### src/rtl/gms_pkg.sv
`timescale 1ns / 1ps
// Shared constants, types and codes of the graph modularity score unit.
package gms_pkg;

    localparam int MAX_NODES = 64;
    localparam int NODE_W    = $clog2(MAX_NODES);
    localparam int CNT_W     = NODE_W + 1;
    localparam int ADDR_W    = 2 * NODE_W;
    localparam int WGT_W     = 16;
    localparam int LABEL_W   = 6;
    localparam int DEG_W     = WGT_W + NODE_W + 2;
    localparam int TOT_W     = DEG_W + NODE_W - 1;
    localparam int S2_W      = 2 * TOT_W - 1;
    localparam int PROD_W    = DEG_W + TOT_W;
    localparam int DIV_W     = S2_W + 24;
    localparam int Q1_W      = 25;
    localparam int W_W       = TOT_W + 25;
    localparam int V_W       = 37;
    localparam int RES_W     = 16;
    localparam int CFG_W     = 16;
    localparam int CNTCFG_W  = 7;
    localparam int DCNT_W    = $clog2(DIV_W + 1);

    localparam logic [1:0] OP_LOAD_EDGE = 2'd0;
    localparam logic [1:0] OP_LOAD_COMM = 2'd1;
    localparam logic [1:0] OP_COMPUTE   = 2'd2;

    localparam logic CFG_NODE_COUNT = 1'b0;
    localparam logic CFG_RESOLUTION = 1'b1;

    typedef enum logic [4:0] {
        ST_IDLE, ST_P1_ROW, ST_P1_ROWW, ST_P1_RD, ST_P1_ACC, ST_P1_END, ST_CHK,
        ST_P2_ROW, ST_P2_ROWW, ST_P2_RD, ST_P2_ACC, ST_P2_MUL, ST_P2_ADD,
        ST_DIV1_GO, ST_DIV1_WAIT, ST_DIV2_GO, ST_DIV2_WAIT, ST_DIV3_GO, ST_DIV3_WAIT,
        ST_MUL, ST_FIN, ST_OUT
    } gms_state_t;

    typedef struct packed {
        logic                edge_we;
        logic [ADDR_W-1:0]   edge_waddr;
        logic [WGT_W-1:0]    edge_wdata;
        logic [ADDR_W-1:0]   edge_raddr;
        logic                comm_we;
        logic [NODE_W-1:0]   comm_waddr;
        logic [LABEL_W-1:0]  comm_wdata;
        logic [NODE_W-1:0]   comm_raddr;
        logic                deg_we;
        logic [NODE_W-1:0]   deg_waddr;
        logic [DEG_W-1:0]    deg_wdata;
        logic [NODE_W-1:0]   deg_raddr;
    } gms_store_ctl_t;

    typedef struct packed {
        logic               start;
        logic [DIV_W-1:0]   dividend;
        logic [TOT_W-1:0]   divisor;
    } gms_div_req_t;

endpackage

### src/rtl/gms_divider.sv
`timescale 1ns / 1ps
// Restoring divider, one quotient bit per cycle, shared by all three divisions.
module gms_divider (
    input  logic                         aclk,
    input  logic                         aresetn,
    input  gms_pkg::gms_div_req_t        req,
    output logic                         done,
    output logic [gms_pkg::DIV_W-1:0]    quotient
);
    import gms_pkg::*;

    logic [DIV_W-1:0]  work_reg, work_next;
    logic [TOT_W-1:0]  rem_reg, rem_next;
    logic [TOT_W-1:0]  dvs_reg;
    logic [DCNT_W-1:0] cnt_reg, cnt_next;
    logic              done_reg, done_next;
    logic [TOT_W:0]    trial;
    logic              qbit;

    always_comb begin
        trial     = {rem_reg, work_reg[DIV_W-1]};
        qbit      = (trial >= {1'b0, dvs_reg});
        rem_next  = qbit ? TOT_W'(trial - {1'b0, dvs_reg}) : trial[TOT_W-1:0];
        work_next = {work_reg[DIV_W-2:0], qbit};
        cnt_next  = cnt_reg - DCNT_W'(1);
        done_next = (cnt_reg == DCNT_W'(1));
    end

    always_ff @(posedge aclk) begin
        if (!aresetn) begin
            cnt_reg  <= '0;
            done_reg <= 1'b0;
        end else if (req.start) begin
            cnt_reg  <= DCNT_W'(DIV_W);
            done_reg <= 1'b0;
        end else if (cnt_reg != '0) begin
            cnt_reg  <= cnt_next;
            done_reg <= done_next;
        end else begin
            done_reg <= 1'b0;
        end
    end

    always_ff @(posedge aclk) begin
        if (req.start) begin
            work_reg <= req.dividend;
            rem_reg  <= '0;
            dvs_reg  <= req.divisor;
        end else if (cnt_reg != '0) begin
            work_reg <= work_next;
            rem_reg  <= rem_next;
        end
    end

    assign done     = done_reg;
    assign quotient = work_reg;

endmodule

### config.mk
export PLATFORM = sky130hd
export DESIGN_NAME = gms_divider
export DESIGN_NICKNAME = d
export VERILOG_FILES = /design/src/rtl/gms_pkg.sv /design/src/rtl/gms_divider.sv
export SDC_FILE = /design/constraint.sdc
export NUM_CORES = 1
export LEC_CHECK = 0
export BUFFER_PORTS_ARGS = -buffer_cell sky130_fd_sc_hd__buf_2
export CELL_PAD_IN_SITES_DETAIL_PLACEMENT = 0
export CELL_PAD_IN_SITES_GLOBAL_PLACEMENT = 2
export CORE_ASPECT_RATIO = 1.25
export CORE_UTILIZATION = 37
export DETAILED_ROUTE_END_ITERATION = 8
export GPL_ROUTABILITY_DRIVEN = 0
export GPL_TIMING_DRIVEN = 0
export PLACE_DENSITY = 0.95
export SYNTH_ARGS = -nofsm -noshare
export SYNTH_HDL_FRONTEND = slang
export SYNTH_SLANG_ARGS = --single-unit
### constraint.sdc
create_clock -name aclk -period 9.2 [get_ports aclk]
set_input_delay 1.38 -clock aclk [delete_from_list [all_inputs] [get_ports aclk]]
set_output_delay 1.38 -clock aclk [all_outputs]
set_load 0.01 [all_outputs]
After elaboration in Yosys (flattened, before gate mapping)
Index checks and enable logic that the tools add are counted.
Operators by class
  add/subtract/negate cells: 2
  magnitude comparators: 1
  equal/unequal tests: 1
  multiplexer cells: 5
  bitwise gates (word level): 2
  reduce and logical (&&, ||, !) cells: 4
Operators with widths (count)
  $mux 81: 2
  $ge 30x29->1: 1
  $mux 29: 1
  $sub 29x29->29: 1
  $mux 7: 2
  $eq 7x1->1 const B: 1
  $reduce_bool 7->1: 1
  $sub 7x1->7 const B: 1
  $reduce_or 3->1: 1
  $not 1->1: 2
  $reduce_bool 2->1: 1
  $reduce_or 2->1: 1
Storage, ports and cells
  flip-flop bits (word level): 147
  bits of input ports: 113
  output and inout bits: 82
  word-level logic and storage cells: 21

Logic depth before layout (Yosys ltp)
Gate-level depths: netlist of the first run.
  depth after elaboration: 3
  mapped depth: 13
  gate-level depth less buffers: 12

Worst setup path after synthesis of the first run
Ideal clock, no wire load.
  path type: input -> register
  from: input port req[110] in the netlist's numbering
  to: register work_reg[0], in the netlist quotient[0], enable pin
  library setup time: 434 ps
  arrival: 3446 ps
  path slack: 5319 ps
  stages on the path: 4
  cells stage by stage: clkbuf_1 -> nor2_1 -> clkbuf_1 -> inv_1
On the way
  longest elaborated chain between the ends: 1
Ends and longest elaborated chain
  from (decl): RTL line gms_divider.sv:6  | input gms_pkg::gms_div_req_t req,
  $reduce_bool 2->1 (no source line)
  to (signal assigned): RTL line gms_divider.sv:46  | work_reg <= req.dividend;
  to (signal assigned): RTL line gms_divider.sv:50  | work_reg <= work_next;
  to (decl): RTL line gms_divider.sv:12  | logic [DIV_W-1:0] work_reg, work_next;
No other way between the ends.
A chain may end at the register's enable or synchronous reset.

Final worst setup path of the first run
  from: input port req[110] in the netlist's numbering
  to: register work_reg[46], in the netlist quotient[46], data pin
On the way
  longest elaborated chain between the ends: 1
Ends and longest elaborated chain
  $mux 81: RTL line gms_divider.sv:45  | if (req.start) begin
No other way between the ends.

==> flow_metrics.tcl, run 1 <==
set metrics [dict create \
    ys_seq_area_frac 0.521 \
    die_w_um 132 \
    min_period_ns 3.52 \
    gr-total-overflow 0 \
    cap_violations 0 \
    cts_max_path_buffers 2 \
    wire_per_inst_um 17.9 \
    fin_skew_ns 0.0185 \
    first_pass_iters 5 \
    synth_edf_count 110 \
    drcViolationCount 0 \
    regArea_um2 4040 \
    critical-path-top-delay-family "buffers and inverters" \
    syn_area_um2 7760 \
    period_share 0.383 \
    ys_top_cells_by_area "edfxtp_1 43%, mux2_2 12%, dfxtp_1 9.5%" \
    grt.total_usage 0.200 \
    synth_seq_cells 147 \
    finalSetupViolations 0 \
    crit_required_ns 9.39 \
    worstSetupPathType "in -> reg" \
    ant_nets 0 \
    dp_hpwl_mm 15.8 \
    p_leak_uw 0.00413 \
    cts_hold_buf 0 \
    clock.fmax_mhz 284 \
    postSynthCellCount 683 \
    crit_fanout 30 \
    tritoncts "done" \
    die-height_um 164 \
    largest_register_ffs 81 \
    rsz0062_at_grt "false" \
    nets 1042 \
    path_buf_inv 4 \
    critPathLaunchType "input pin" \
    ios 195 \
    fill_cells 1962 \
    slew_violations 0 \
    initial_utilization 0.382 \
    final_cell_mix "202 x buf_2, 110 x edfxtp_1, 82 x mux2_2, 59 x nand2_1, 53 x nor2_1" \
    peakVddDrop_mv 0.190 \
    fp.coreArea_um2 20300 \
    path_clk_slew_ns 0.08 \
    path_cells "buf_2 > clkbuf_1 > clkbuf_1 > clkbuf_1 > mux2_2" \
    vias 6118 \
    yosysTopAreaCellShare 0.425 \
    place.port_buffers 194 \
    grt_pass1_wl_mm 33.2 \
    cts_setup_buffers 0 \
    synthFlopType "edfxtp_1" \
    cp_slowest_cell "buf_2" \
    cts_root_buf "clkbuf_16" \
    synth_cell_types 61 \
    cp-end-kind "flip-flop" \
    p_per_area_nw_per_um2 280 \
    post_cts_resized 0 \
    drt_iter0_drc 326 \
    wirelength_mm 21.1 \
    layout_commonest_cell "buf_2" \
    hold_class "reg -> reg" \
    final_core_util 0.478 \
    ys_warn_count 0 \
    postSynth.asyncResetShare 0 \
    cts.sinks 147 \
    floorplan.die_area_um2 21600 \
    tightest_slew_ns 1.23 \
    fp-row-count 58 \
    crit_top_cell "clkbuf_1" \
    syn-num-nets 828 \
    multiInputGateArea_um2 3430 \
    antenna_found_initial 2 \
    syn_area_per_cell_um2 11.4 \
    cp_slowest_stage_delay_ns 0.57 \
    htree_num_levels 4 \
    timing.setup.tns_ns 0 \
    clock_latency_ns 0.44 \
    status "completed" \
    vias_per_cell 5.18 \
    synth_area_leader_cell "edfxtp_1" \
    maxSlewHeadroom 0.174 \
    grt_start_max_net_pins 65 \
    fin_hold_ws_ns 0.490 \
    hold_violations 0 \
    cts_buffers 17 \
    drive_gt1_frac 0.371 \
    syn_to_final_growth_pct 25.1 \
    grt_pass1_vias 6433 \
    worstPathArrival_ns 3.72 \
]
[final timing paths]
path	cells after the start	from	end	slack (ns)
worst max register to register	11	dvs_reg[20]$_DFFE_PP_	rem_reg[11]$_SDFFE_PP0N_	6.06
worst min-delay path	2	rem_reg[8]$_SDFFE_PP0N_	rem_reg[8]$_SDFFE_PP0N_	0.49
worst min register to register	2	rem_reg[8]$_SDFFE_PP0N_	rem_reg[8]$_SDFFE_PP0N_	0.49
worst max-delay path	5	req[110]	quotient[46]$_DFFE_PP_	5.68
[worst reg2reg max path, delay by kind of cell (launching register included)]
kind	cells	cell delay, ns
simple gates	3	0.79
compound gates	4	0.98
fa+ha+maj	1	0.26
flops	1	0.33
buf+inv	3	0.70
[cells by family after synthesis]
kind of cell,Yosys count,share of synthesized area
muxes,90,0.129
buffers and inverters,73,0.0380
AOI/OAI and AO/OA,142,0.131
DFF,147,0.521
xor gates and xnor gates,23,0.0259
adders and majority gates,32,0.0525
and+or+nand+nor,176,0.103
[metrics by stage]
step | instance area, um2 | power, uW | std cells | setup WS [ns]
finish | 9710 | 2720 | 1182 | 5.68
global route | 9710 | 2890 | 1182 | 5.45
CTS | 9710 | 2730 | 1180 | 5.63
detailed placement | 9100 | 2020 | 1148 | 5.15
global placement | 9070 | 2020 | 1147 | 3.48
floorplan | 7760 | 1700 | 683 | 5.32
[cells in the mapped netlist, types with 2 or more instances]
| library cell | instances |
|---|---|
| a31oi_1 | 6 |
| inv_1 | 42 |
| o21ai_1 | 3 |
| a21boi_0 | 3 |
| nor2_1 | 53 |
| a32oi_1 | 2 |
| nand2b_1 | 2 |
| xnor2_1 | 15 |
| buf_2 | 8 |
| o22ai_1 | 2 |
| edfxtp_1 | 110 |
| mux2_2 | 82 |
| nor4_1 | 2 |
| nand3_1 | 19 |
| o21ai_0 | 30 |
| a211oi_2 | 3 |
| nand4_1 | 9 |
| clkbuf_1 | 20 |
| ha_1 | 31 |
| o211ai_1 | 3 |
| mux2i_1 | 7 |
| a211oi_1 | 7 |
| a21oi_1 | 33 |
| nor3_1 | 16 |
| a221oi_1 | 4 |
| a21o_1 | 8 |
| a41oi_1 | 3 |
| nand2_1 | 59 |
| and2_1 | 3 |
| dfxtp_1 | 37 |
| and3_1 | 3 |
| o221ai_1 | 2 |
| nor2b_1 | 2 |
| buf_4 | 3 |
| or2_2 | 2 |
| xor2_1 | 8 |
| o21a_1 | 7 |
| a211o_1 | 2 |
| a311oi_1 | 10 |
[power breakdown]
part	internal (uW)	total [uW]	switching [uW]
Sequential	867	959	91.8
Clock	368	702	334
Combinational	432	1060	624
[layer usage]
layer	vias up	track usage	part of all wire
met3	37	0.0534	0.061
met5	-	0	0
li1	2967	-	-
met1	2924	0.218	0.39
met4	0	0.0893	0.026
met2	190	0.364	0.52
[final cells by class]
cell class / count / area share
Antenna cell: 2 / 0.000515
Buffer: 31 / 0.0142
Clock inverter: 15 / 0.0182
Sequential cell: 147 / 0.416
Inverter: 42 / 0.0165
Clock buffer: 17 / 0.0438
Tap cell: 270 / 0.0348
Multi-Input combinational cell: 463 / 0.353
Timing Repair Buffer: 195 / 0.103
(Power assumes the default switching activity.)
==> run 2: changes to the inputs <==
Settings changed: CORE_UTILIZATION 37 to 34, PLACE_DENSITY 0.95 to 0.89.
Clock period 9.2 ns to 3.7 ns, I/O delays scaled along.
==> flow_metrics.tcl, run 2 (synthesized netlist as in run 1, its figures left out) <==
set metrics [dict create \
    clock.fmax_mhz 316 \
    fin_skew_ns 0.0128 \
    cts.sinks 147 \
    maxSlewHeadroom 0.126 \
    final_cell_mix "202 x buf_2, 110 x edfxtp_1, 82 x mux2_2, 59 x nand2_1, 53 x nor2_1" \
    wirelength_mm 21.5 \
    final_core_util 0.435 \
    cap_violations 0 \
    die_w_um 137 \
    floorplan.die_area_um2 23500 \
    finalSetupViolations 0 \
    critPathLaunchType "flip-flop" \
    peakVddDrop_mv 0.349 \
    crit_fanout 10 \
    tightest_slew_ns 1.30 \
    nets 1042 \
    fp-row-count 61 \
    layout_setup_ws_ns 0.535 \
    slew_violations 0 \
    p_per_area_nw_per_um2 696 \
    design_power_total_uw 6770 \
    p_leak_uw 0.00412 \
    worstSetupPathType "reg -> reg" \
    status "completed" \
    highest_layer "met4" \
    wl_met2_mm 11.1 \
    ios 195 \
    cts_hold_buf 0 \
    gr-total-overflow 0 \
    final_area_um2 9730 \
    hold_violations 0 \
    vias 6099 \
    drcViolationCount 0 \
    post_dp_cell_area_um2 9120 \
    met1_length_mm 8.78 \
    hold_class "in -> reg" \
    min_period_ns 3.16 \
    period_share 0.855 \
    path_clk_slew_ns 0.07 \
    die-height_um 171 \
    largest_register_ffs 81 \
    drive_gt1_frac 0.371 \
    syn_to_final_growth_pct 25.3 \
    pre_cts_slack_ns 0.339 \
    tritoncts "done" \
    cts_setup_buffers 0 \
    cts_root_buf "clkbuf_16" \
    htree_num_levels 4 \
    grt_pass1_wl_mm 32.5 \
    post_cts_resized 0 \
    ant_nets 0 \
    cp-end-kind "flip-flop" \
    rsz0062_at_grt "false" \
    cts_buffers 17 \
    grt_pass1_vias 6102 \
    fp.coreArea_um2 22400 \
    place.port_buffers 194 \
    wire_per_inst_um 18.0 \
    grt_start_max_net_pins 47 \
    dp_hpwl_mm 16.0 \
    clock_latency_ns 0.43 \
    crit_required_ns 3.88 \
    vias_per_cell 5.11 \
    worstPathArrival_ns 3.34 \
    drt_iter0_drc 344 \
    first_pass_iters 5 \
    grt.total_usage 0.185 \
    wl_met3_mm 1.05 \
    timing.setup.tns_ns 0 \
    initial_utilization 0.347 \
    layout_commonest_cell "buf_2" \
    cts_max_path_buffers 2 \
    antenna_found_initial 1 \
]
[run 2: path summary, 6_finish.rpt]
| check | from | end | slack, ns | depth (start not counted) |
|---|---|---|---|---|
| setup / recovery | quotient[80]$_DFFE_PP_ | quotient[0]$_DFFE_PP_ | 0.54 | 12 |
| hold / removal | req[0] | dvs_reg[0]$_DFFE_PP_ | 0.30 | 1 |
| setup reg to reg | quotient[80]$_DFFE_PP_ | quotient[0]$_DFFE_PP_ | 0.54 | 12 |
| hold reg to reg | rem_reg[7]$_SDFFE_PP0N_ | rem_reg[7]$_SDFFE_PP0N_ | 0.49 | 2 |
[run 2: metal layers]
layer / vias to the layer above / GRT usage
met2: 167 / 0.329
met3: 33 / 0.0427
met4: 0 / 0.0717
met5: - / 0
met1: 2923 / 0.213
li1: 2976 / -
[run 2: through the flow]
| stage | instances | hold WS [ns] |
|---|---|---|
| 2_1_floorplan | 683 | 0.453 |
| 3_3_place_gp | 1160 | 0.470 |
| 3_5_place_dp | 1161 | 0.480 |
| 4_1_cts | 1193 | 0.287 |
| 5_1_grt | 1194 | 0.288 |
| 6_report | 1194 | 0.302 |
[run 2: layout make-up]
type                    count  area [um2]
clock inverters            15         181
plain buffers              31         138
flip-flops and latches    147        4040
well taps                 283         354
diodes                      1        2.50
multi-input cells         463        3430
fillers                  2170       12600
clock buffers              17         425
inverters                  42         160
repair buffers            195         998
[run 2: critical path, cell delays in order, from the launching register on]
cell      delay [ns]
edfxtp_1        0.38
inv_1           0.11
ha_1            0.18
inv_1           0.06
fa_1            0.42
a211oi_2        0.34
o21ai_2         0.12
nand2_2         0.14
o311ai_4        0.16
o22ai_4         0.29
o21bai_4        0.15
buf_2           0.26
mux2_2          0.30
[run 2: power by group]
part           switching (uW)  internal (uW)  total (uW)
clock network             832            916        1750
registers                 223           2160        2380
logic                    1570           1070        2650
total                    2630           4150        6770
==> run 3: changes to the inputs <==
Settings changed: CORE_UTILIZATION 34 to 31, PLACE_DENSITY 0.89 to 0.86.
Clock period 3.7 ns to 2.7 ns, I/O delays scaled along.
==> flow_metrics.tcl, run 3 (synthesized netlist as in run 1, its figures left out) <==
set metrics [dict create \
    largest_register_ffs 81 \
    multiInputGateArea_um2 3600 \
    final_core_util 0.413 \
    critPathLaunchType "flip-flop" \
    tightest_slew_ns 1.11 \
    cp-end-kind "flip-flop" \
    grt_util_met3 0.0465 \
    worstPathArrival_ns 3.15 \
    timing.setup.tns_ns -1.62 \
    htree_num_levels 4 \
    finalSetupViolations 26 \
    crit_start "dvs_reg[0]$_DFFE_PP_" \
    hold_class "in -> reg" \
    vias_per_cell 4.90 \
    hp-start "req[28]" \
    cap_violations 0 \
    fill_cells 2457 \
    crit_required_ns 3.04 \
    grt_pass1_wl_mm 33.7 \
    grt_pass1_vias 6394 \
    vias 6182 \
    cts_max_path_buffers 2 \
    cts_buffers 17 \
    final_cell_mix "199 x buf_2, 110 x edfxtp_1, 82 x mux2_2, 59 x nand2_1, 53 x nor2_1" \
    maxSlewHeadroom 0.258 \
    rsz0062_at_grt "true" \
    wire_per_inst_um 17.6 \
    ios 195 \
    status "finished with violations" \
    violations "negative setup slack" \
    peakVddDrop_mv 0.522 \
    globalRouteMet1Util 0.189 \
    met2_usage 0.321 \
    design_power_total_uw 9710 \
    ant_nets 0 \
    nets 1064 \
    worstSetupPathType "reg -> reg" \
    clock_latency_ns 0.42 \
    reg2reg_to "rem_reg[21]$_SDFFE_PP0N_" \
    tritoncts "done" \
    top_usage_layer "met2" \
    drcViolationCount 0 \
    drive_gt1_frac 0.421 \
    path_clk_slew_ns 0.06 \
    layout_commonest_cell "buf_2" \
    gr-total-overflow 0 \
    initial_utilization 0.317 \
    hold_violations 0 \
    cp_slowest_stage_delay_ns 0.41 \
    cp_slowest_cell "edfxtp_1" \
    fp-row-count 64 \
    first_pass_iters 5 \
    r2r_start "dvs_reg[0]$_DFFE_PP_" \
    clock.fmax_mhz 355 \
    regArea_um2 4040 \
    hold_depth 1 \
    syn_to_final_growth_pct 30.5 \
    die-height_um 179 \
    grt_start_max_net_pins 44 \
    worst-r2r-setup-slack_ns -0.11 \
    p_per_area_nw_per_um2 959 \
    fp.coreArea_um2 24500 \
    cts_root_buf "clkbuf_16" \
    layout_setup_ws_ns -0.114 \
    grt.total_usage 0.175 \
    cts.sinks 147 \
    floorplan.die_area_um2 25700 \
    r2r_cells 12 \
    antenna_found_initial 0 \
    die_w_um 144 \
    holdPathEnd "dvs_reg[28]$_DFFE_PP_" \
    drt_iter0_drc 312 \
    place.port_buffers 194 \
    min_period_ns 2.81 \
    p_leak_uw 0.00424 \
    period_share 1.04 \
    crit_fanout 5 \
    path_cells "ha_4 > inv_2 > fa_2 > a211oi_4 > o21ai_2 > nand2_2 > o311ai_4 > o22ai_4 > o21ba_4 > buf_6 > or3b_4 > a211oi_2" \
    dp_hpwl_mm 16.1 \
    fin_skew_ns 0.00840 \
    wirelength_mm 22.2 \
    slew_violations 0 \
]
[run 3: power breakdown]
group          internal (uW)  switching [uW]
Clock                   1170             968
Sequential              2960             324
Combinational           1950            2350
Total                   6070            3650
[run 3: metrics by stage]
stage               std cells  hold WS (ns)  setup WS [ns]  area, um2
floorplan                 683         0.452        0.00461       7790
CTS                      1250         0.134         -0.195       9920
finish                   1262         0.154         -0.114      10100
global placement         1207         0.470          -1.17       9170
global route             1261         0.133         -0.223      10100
detailed placement       1208         0.477         -0.475       9190
[run 3: final cells by class]
class | instances | share of cell area
Antenna cell | 1 | 0.000247
Buffer | 28 | 0.0168
Clock buffer | 18 | 0.0424
Clock inverter | 13 | 0.00877
Inverter | 42 | 0.0159
Multi-Input combinational cell | 463 | 0.355
Sequential cell | 147 | 0.399
Tap cell | 330 | 0.0408
Timing Repair Buffer | 218 | 0.120
Timing Repair inverter | 2 | 0.00124
[run 3: how the worst max path moves through the flow]
stage	depth (start not counted)	slack, ns	endpoint
6_report	12	-0.11	rem_reg[21]$_SDFFE_PP0N_
5_1_grt	13	-0.22	rem_reg[10]$_SDFFE_PP0N_
4_1_cts	12	-0.19	rem_reg[21]$_SDFFE_PP0N_
3_5_place_dp	6	-0.48	quotient[53]$_DFFE_PP_
3_3_place_gp	5	-1.17	quotient[36]$_DFFE_PP_
2_1_floorplan	6	0.005	quotient[0]$_DFFE_PP_
[run 3: critical path: cells and delay by family (launching register included)]
kind / cells / cell delay, ns
and+or+nand+nor: 2 / 0.48
AOI/OAI and AO/OA: 6 / 1.25
buffers and inverters: 2 / 0.17
adders and majority gates: 2 / 0.41
DFF: 1 / 0.41
[run 3: what timing repair did]
item	4_1_cts	5_1_grt
setup buffers	12	11
endpoints found under the setup margin	77	130
hold buffers	0	0
pin swaps	16	17
resized for setup	29	30
gates cloned	2	1
[run 3: per-layer routing]
| metal | part of all wire | up-vias |
|---|---|---|
| li1 | - | 2999 |
| met1 | 0.40 | 2966 |
| met2 | 0.54 | 191 |
| met3 | 0.052 | 26 |
| met4 | 0.017 | 0 |
| met5 | 0 | - |
